**src/sv/b64e_pkg.sv**
```systemverilog
// Package for the base64 stream encoder: word types, the command word passed
// from the front end to the back end, and the sextet-to-character mapping.
// Depends on nothing; every other file of the block uses it.
`default_nettype none

package b64e_pkg;

  localparam int unsigned CharWidth       = 7;
  localparam int unsigned CharsPerCmd     = 4;
  localparam int unsigned CmdQueueDepth   = 2;
  localparam logic [CharWidth-1:0] PadChar = 7'd61;

  // Input word: one raw byte and the end-of-message flag.
  typedef struct packed {
    logic [7:0] data_byte;
    logic       end_of_message;
  } in_word_t;

  // Output word: one character and the final-character flag.
  typedef struct packed {
    logic [CharWidth-1:0] char_code;
    logic                 final_char;
  } out_word_t;

  // Everything one input byte produces: up to four characters, how many of
  // them are used (less one), and whether the last of them ends a message.
  typedef struct packed {
    logic [CharsPerCmd-1:0][CharWidth-1:0] chars;
    logic [1:0]                            num_m1;
    logic                                  last;
  } cmd_t;

  // Standard alphabet: A-Z, a-z, 0-9, '+', '/'.
  function automatic logic [CharWidth-1:0] sextet_char(input logic [5:0] v);
    logic [CharWidth-1:0] c;
    if (v < 6'd26) begin
      c = 7'd65 + {1'b0, v};
    end else if (v < 6'd52) begin
      c = 7'd71 + {1'b0, v};
    end else if (v < 6'd62) begin
      c = {1'b0, v} - 7'd4;
    end else if (v == 6'd62) begin
      c = 7'd43;
    end else begin
      c = 7'd47;
    end
    return c;
  endfunction

endpackage

`default_nettype wire

```
**src/sv/b64e_front.sv**
```systemverilog
// Front end of the base64 stream encoder: accepts input bytes, keeps the
// group phase and carried bits, and builds one command word per byte.
// Depends on b64e_pkg.
`default_nettype none

module b64e_front (
  input  wire logic              clk,
  input  wire logic              rst,
  input  wire logic              accept,
  input  wire b64e_pkg::in_word_t item,
  output b64e_pkg::cmd_t         cmd
);

  typedef enum logic [1:0] {
    PH_FIRST  = 2'd0,
    PH_SECOND = 2'd1,
    PH_THIRD  = 2'd2
  } phase_t;

  phase_t     phase, phase_next;
  logic [3:0] carry, carry_next;

  logic [7:0] b;
  logic       last;

  assign b    = item.data_byte;
  assign last = item.end_of_message;

  always_comb begin
    cmd.chars  = '{default: b64e_pkg::PadChar};
    cmd.num_m1 = 2'd0;
    cmd.last   = last;
    phase_next = phase;
    carry_next = carry;
    unique case (phase)
      PH_SECOND: begin
        cmd.chars[0] = b64e_pkg::sextet_char({carry[1:0], b[7:4]});
        cmd.chars[1] = b64e_pkg::sextet_char({b[3:0], 2'b00});
        cmd.num_m1   = last ? 2'd2 : 2'd0;
        phase_next   = PH_THIRD;
        carry_next   = b[3:0];
      end
      PH_THIRD: begin
        cmd.chars[0] = b64e_pkg::sextet_char({carry, b[7:6]});
        cmd.chars[1] = b64e_pkg::sextet_char(b[5:0]);
        cmd.num_m1   = 2'd1;
        phase_next   = PH_FIRST;
        carry_next   = 4'd0;
      end
      default: begin
        // The unused phase code behaves as the first byte of a group.
        cmd.chars[0] = b64e_pkg::sextet_char(b[7:2]);
        cmd.chars[1] = b64e_pkg::sextet_char({b[1:0], 4'b0000});
        cmd.num_m1   = last ? 2'd3 : 2'd0;
        phase_next   = PH_SECOND;
        carry_next   = {2'b00, b[1:0]};
      end
    endcase
    if (last) begin
      phase_next = PH_FIRST;
      carry_next = 4'd0;
    end
  end

  always_ff @(posedge clk) begin
    if (rst) begin
      phase <= PH_FIRST;
      carry <= 4'd0;
    end else if (accept) begin
      phase <= phase_next;
      carry <= carry_next;
    end
  end

endmodule

`default_nettype wire

```
**src/sv/b64e_queue.sv**
```systemverilog
// Short command queue between the front and back ends of the encoder.
// Register storage with a combinational head read. Depends on b64e_pkg.
`default_nettype none

module b64e_queue #(
  parameter int unsigned DEPTH = b64e_pkg::CmdQueueDepth
) (
  input  wire logic            clk,
  input  wire logic            rst,
  input  wire logic            push,
  input  wire b64e_pkg::cmd_t  push_cmd,
  output logic                 full,
  input  wire logic            pop,
  output b64e_pkg::cmd_t       head,
  output logic                 head_valid
);

  localparam int unsigned AW = (DEPTH > 1) ? $clog2(DEPTH) : 1;
  localparam int unsigned CW = $clog2(DEPTH + 1);
  localparam logic [AW-1:0] LastIdx = AW'(DEPTH - 1);

  b64e_pkg::cmd_t store [DEPTH];
  logic [AW-1:0]  wr_ptr, rd_ptr;
  logic [CW-1:0]  count;
  logic           do_push, do_pop;

  assign full       = (count == CW'(DEPTH));
  assign head_valid = (count != '0);
  assign head       = store[rd_ptr];
  assign do_push    = push && !full;
  assign do_pop     = pop && head_valid;

  always_ff @(posedge clk) begin
    if (do_push) begin
      store[wr_ptr] <= push_cmd;
    end
  end

  always_ff @(posedge clk) begin
    if (rst) begin
      wr_ptr <= '0;
      rd_ptr <= '0;
      count  <= '0;
    end else begin
      if (do_push) begin
        wr_ptr <= (wr_ptr == LastIdx) ? '0 : wr_ptr + 1'b1;
      end
      if (do_pop) begin
        rd_ptr <= (rd_ptr == LastIdx) ? '0 : rd_ptr + 1'b1;
      end
      if (do_push && !do_pop) begin
        count <= count + 1'b1;
      end else if (do_pop && !do_push) begin
        count <= count - 1'b1;
      end
    end
  end

endmodule

`default_nettype wire

```
**src/sv/b64e_back.sv**
```systemverilog
// Back end of the encoder: walks through the characters of the command at
// the queue head and presents them from an output register, one per cycle
// while the output is popped. Depends on b64e_pkg.
`default_nettype none

module b64e_back (
  input  wire logic            clk,
  input  wire logic            rst,
  input  wire b64e_pkg::cmd_t  head,
  input  wire logic            head_valid,
  output logic                 head_pop,
  output b64e_pkg::out_word_t  result,
  output logic                 empty,
  input  wire logic            pop
);

  logic [1:0] idx;
  logic       out_valid;
  logic       load;
  logic       at_end;

  assign empty    = !out_valid;
  assign load     = head_valid && (!out_valid || pop);
  assign at_end   = (idx == head.num_m1);
  assign head_pop = load && at_end;

  always_ff @(posedge clk) begin
    if (rst) begin
      idx       <= 2'd0;
      out_valid <= 1'b0;
    end else begin
      if (load) begin
        out_valid <= 1'b1;
        idx       <= at_end ? 2'd0 : idx + 2'd1;
      end else if (pop) begin
        out_valid <= 1'b0;
      end
    end
  end

  always_ff @(posedge clk) begin
    if (load) begin
      result.char_code  <= head.chars[idx];
      result.final_char <= head.last && at_end;
    end
  end

endmodule

`default_nettype wire

```
**src/sv/base64_stream_encoder_core.sv**
```systemverilog
// Streaming base64 encoder (standard alphabet, '=' padding). Each input word
// carries one message byte and an end-of-message flag; each output word
// carries one ASCII character and a flag on the last character of a message.
// An input word is taken whenever the command queue has room: the front end
// turns it at once into a command holding every character the byte
// produces. The back end then emits one character per cycle while the
// output is popped, so the sustained rate is set by the output port: four
// characters per three bytes in the body of a message, and two to four
// characters for the final byte depending on where it falls in its group.
// The queue of QUEUE_DEPTH commands lets the front end keep accepting while
// the back end is still draining earlier bytes. A byte's first character
// reaches the output through the queue storage and then the output register.
`default_nettype none

module base64_stream_encoder_core #(
  parameter int unsigned QUEUE_DEPTH = b64e_pkg::CmdQueueDepth
) (
  input  wire logic                clk,
  input  wire logic                rst,
  input  wire logic                push,
  output logic                     full,
  input  wire b64e_pkg::in_word_t  item,
  output logic                     empty,
  input  wire logic                pop,
  output b64e_pkg::out_word_t      result
);

  b64e_pkg::cmd_t cmd;
  b64e_pkg::cmd_t head;
  logic           accept;
  logic           head_valid;
  logic           head_pop;

  // A word is accepted exactly when it is pushed into a queue with room.
  assign accept = push && !full;

  b64e_front u_front (
    .clk    (clk),
    .rst    (rst),
    .accept (accept),
    .item   (item),
    .cmd    (cmd)
  );

  b64e_queue #(
    .DEPTH (QUEUE_DEPTH)
  ) u_queue (
    .clk        (clk),
    .rst        (rst),
    .push       (accept),
    .push_cmd   (cmd),
    .full       (full),
    .pop        (head_pop),
    .head       (head),
    .head_valid (head_valid)
  );

  b64e_back u_back (
    .clk        (clk),
    .rst        (rst),
    .head       (head),
    .head_valid (head_valid),
    .head_pop   (head_pop),
    .result     (result),
    .empty      (empty),
    .pop        (pop)
  );

`ifndef SYNTH
  // A final byte always flushes at least two characters.
  assert property (@(posedge clk) disable iff (rst)
    accept && cmd.last |-> cmd.num_m1 != 2'd0)
    else $error("final byte produced a single character");

  // A byte that does not end a message produces one or two characters.
  assert property (@(posedge clk) disable iff (rst)
    accept && !cmd.last |-> (cmd.num_m1 == 2'd0 || cmd.num_m1 == 2'd1))
    else $error("mid-message byte produced too many characters");

  // The output register is empty in the first cycle after reset.
  assert property (@(posedge clk) disable iff (rst)
    $past(rst) |-> empty)
    else $error("output not empty after reset");

  // The back end only takes a command off a non-empty queue.
  assert property (@(posedge clk) disable iff (rst)
    head_pop |-> head_valid)
    else $error("command popped from empty queue");
`endif

endmodule

`default_nettype wire
```
**config.mk**
```make
export PLATFORM = sky130hd
export DESIGN_NAME = base64_stream_encoder_core
export DESIGN_NICKNAME = d
export VERILOG_FILES = /design/src/sv/b64e_pkg.sv /design/src/sv/b64e_front.sv /design/src/sv/b64e_queue.sv /design/src/sv/b64e_back.sv /design/src/sv/base64_stream_encoder_core.sv
export SDC_FILE = /design/constraint.sdc
export NUM_CORES = 1
export LEC_CHECK = 0
export BUFFER_PORTS_ARGS = -buffer_cell sky130_fd_sc_hd__buf_2
export CORE_ASPECT_RATIO = 1.2
export CORE_MARGIN = 10
export CORE_UTILIZATION = 64
export CTS_BUF_LIST = sky130_fd_sc_hd__clkbuf_16
export CTS_CLUSTER_DIAMETER = 150
export DETAILED_ROUTE_END_ITERATION = 6
export GPL_ROUTABILITY_DRIVEN = 0
export GPL_TIMING_DRIVEN = 0
export PLACE_DENSITY = 0.78
export REMOVE_ABC_BUFFERS = 1
export SKIP_LAST_GASP = 1
export SLEW_MARGIN = 10
export SYNTH_ARGS = -nofsm -noshare
export SYNTH_HDL_FRONTEND = slang
export SYNTH_HIERARCHICAL = 1
export SYNTH_SLANG_ARGS = --single-unit
```
**constraint.sdc**
```tcl
create_clock -name clk -period 3.04 [get_ports clk]
set_input_delay 0 -clock clk [delete_from_list [all_inputs] [get_ports clk]]
set_output_delay 0 -clock clk [all_outputs]
set_load 0.01 [all_outputs]
```
==> metrics.md <==
| Metric | Value |
|---|---|
| Synthesized cell area | `5610 um^2` |
| Synth Area in Simple Gates | `0.135` |
| CP delay by family, top | `compound AO/OA/AOI/OAI gates` |
| Util after Layout | `0.692` |
| Final wirelength | `12.3 mm` |
| Final Skew | `6.33 ps` |
| Pin count of the biggest net entering global routing | `32` |
| Final Hold Viols | `0` |
| Share of the yosys chip area belonging to registers | `0.425` |
| Max rail drop VDD | `0.344 mV` |
| Fin crit share | `0.931` |
| GRT Util Overall | `0.193` |
| DR DRC count | `0` |
| Clk sink count | `84` |
| ANT cells | `0` |
| Maxcap violations | `0` |
| Synthesized area per cell | `10.5 um^2` |
| RSZ-0062 raised after global routing | `no` |
| Row count | `37` |
| DR WL/cell | `19.0 um` |
| GRT overflow | `0` |
| Critical path endpoint category | `flip-flop` |
| Core footprint | `8560 um^2` |
| Crit-path max cell delay | `560 ps` |
| Vias/cell | `6.50` |
| Final setup viols | `0` |
| Yosys cell types | `72` |
| Post_cts resized | `0` |
| Worst flop-to-flop path startpoint | `u_front/carry[0]$_SDFFE_PP0P_` |
| Synth warn | `6` |
| Max Root-Sink Buffers | `2` |
| Cell count along the critical path | `10` |
| Fmax | `0.353 GHz` |
| Worst path bufs/invs | `2` |
| Most frequent cells in the layout | `edfxtp_1 (70), a21oi_1 (34), mux2_2 (33)` |
| Initial core utilization | `0.655` |
| Die height | `123 um` |
| Skew-Pair Late Insertion Delay | `330 ps` |
| Post-DP Area | `5610 um^2` |
| Yosys reg bits | `84` |
| H-tree levels | `3` |
| Area Growth Syn to Fin | `5.60%` |
| Initial antenna violation count | `0` |
| Status | `finished clean` |
| Share of layout cells above drive strength 1 | `0.162` |
| Worst EP required | `3110 ps` |
| TritonCTS clock tree | `built` |
| Startpoint types | `input pin` |
| First-pass GRT wire length | `20.1 mm` |
| Xor/xnor cell area share of the yosys netlist | `0.0328` |
| DRT Pass-1 Iters | `6` |
| Async SR Flop Fraction | `0` |
| Worst-path cell chain | `buf_2 -> ha_1 -> nor2b_1 -> xnor2_1 -> ha_1 -> inv_1 -> a211o_1 -> a21oi_1 -> mux2_1 -> a211o_1` |
| Iteration-0 DRC Markers | `453` |
| Hold crit path type | `in2reg` |
| HPWL after detailed placement | `8.31 mm` |
| Most common cell after layout, fill and taps aside | `edfxtp_1` |
| Die Width | `105 um` |
| Fin Setup TNS | `0 ps` |
| Main flop type after synthesis | `edfxtp_1` |
| R2R depth | `7` |
| Worst-Margin Slew | `1110 ps` |
| Slowest CP cell | `nor2b_1` |
| Power density over the cells | `687 nW/um^2` |
| Vias | `4,215` |
| Synth Area in Compound Gates | `0.168` |
| CP startpoint | `item[3]` |
| I/O Buffers | `22` |
| Fin area | `5920 um^2` |
| Synth Instances | `534` |
| Post-route ant nets | `0` |
| Post-synth EDFFs | `70` |
| Vias in the first global route | `4,055` |
| Post-Synth Adder-Cell Area | `0.0602` |
| Total Nets Final | `566` |
| Mux cell area share after synthesis | `0.102` |
| Combinational family with the most area after synthesis | `compound AO/OA/AOI/OAI gates` |
| Slew HR | `0.257` |
| Clock-pin slew on the worst setup and hold paths | `60 ps` |
| CP endpoint | `u_queue/store[0][14]$_DFFE_PP_` |
| Ports | `23` |
| Die Area | `12,900 um^2` |
| Critical Path Fanout Max | `23` |
| Max-slew violation count | `0` |
| CTS buffer count | `9` |
| CP Class | `in2reg` |
| Fin crit period | `2830 ps` |
| Internal reg-to-reg setup slack | `250 ps` |
| Root buffer cell | `clkbuf_16` |
| LEAKAGE | `2.10 nW` |
| Worst flop-to-flop path endpoint | `u_queue/store[1][5]$_DFFE_PP_` |
| Crit path arrival time | `2900 ps` |
==> worst min-delay path: cells and delay by family <==
| kind | cells | cell delay (ps) |
|---|---|---|
| AND/OR/NAND/NOR | 1 | 160 |
| buffers and inverters | 1 | 70 |
| AO/OA/AOI/OAI | 1 | 90 |
==> power by group <==
group | total [W] | switching [W] | internal, W
registers | 0.00180 | 0.000161 | 0.00164
logic | 0.00116 | 0.000655 | 0.000508
clock network | 0.00110 | 0.000397 | 0.000707
total | 0.00407 | 0.00121 | 0.00285
==> cell families after synthesis <==
| group | Yosys count |
|---|---|
| other | 2 |
| buffers and inverters | 86 |
| xor gates and xnor gates | 21 |
| and+or+nand+nor | 140 |
| muxes | 43 |
| adders and majority gates | 27 |
| DFF | 84 |
| AOI/OAI and AO/OA | 131 |
==> how the worst min path moves through the flow <==
stage / from / endpoint / cells past startpoint
2_1_floorplan: rst / u_back/out_valid$_SDFFE_PP0P_ / 1
3_3_place_gp: item[0] / u_queue/store[0][0]$_DFFE_PP_ / 1
3_5_place_dp: item[0] / u_queue/store[0][0]$_DFFE_PP_ / 1
4_1_cts: pop / u_back/out_valid$_SDFFE_PP0P_ / 3
5_1_grt: rst / flip-flop / 2
6_report: pop / u_back/out_valid$_SDFFE_PP0P_ / 3
==> final cells by class <==
class / instances / area (um^2)
clock inverter: 7 / 81.3
clock buffer: 9 / 225
tap: 117 / 146
fill: 632 / 2640
timing repair buffer: 23 / 120
inverter: 32 / 120
multi-input combinational: 376 / 2850
sequential: 84 / 2380
==> sequential cells by signal, summed over array words and instances (netlist names), named ones only <==
| signal | cells |
|---|---|
| u_back/out_valid | 1 |
| u_front/carry | 4 |
| u_queue/store | 62 |
| u_queue/wr_ptr | 1 |
| u_queue/count | 2 |
| u_back/result | 8 |
| u_back/idx | 2 |
| u_front/phase | 2 |
| u_queue/rd_ptr | 1 |
==> per-layer routing <==
layer	global-route usage	part of all wire	wire length (um)	vias up
li1	-	-	-	1970
met1	0.229	0.40	4900	1988
met2	0.329	0.50	6150	213
met3	0.0283	0.062	768	44
met4	0.113	0.040	488	0
met5	0	0	0	-
==> stage by stage <==
step / setup slack (ps) / hold WS, ps / power, W / std cells
2_1_floorplan: 328 / 69.1 / 0.00261 / 492
3_3_place_gp: -140 / 298 / 0.00292 / 631
3_5_place_dp: -29.6 / 311 / 0.00297 / 631
4_1_cts: 260 / 9.63 / 0.00409 / 648
5_1_grt: 73.5 / 52.8 / 0.00428 / 648
6_report: 211 / 31.5 / 0.00407 / 648
==> cells in the mapped netlist (all sizes together), types with 14 or more instances <==
library cell | n | area share
edfxtp | 70 | 0.37
buf | 37 | 0.043
mux2 | 35 | 0.071
a21oi | 34 | 0.030
inv | 32 | 0.021
ha | 27 | 0.060
nand2 | 27 | 0.018
nor2 | 20 | 0.013
nand3 | 18 | 0.016
clkbuf | 17 | 0.011
o21ai | 15 | 0.013
xnor2 | 15 | 0.023
dfxtp | 14 | 0.050
==> what timing repair did <==
action | 4_1_cts | 5_1_grt
endpoints found under the hold margin | 2 | 0
buffers inserted | 0 | 0
hold buffers | 1 | 0
setup endpoints to repair | 0 | 0
Note: power is estimated with default switching activity, not from simulation.
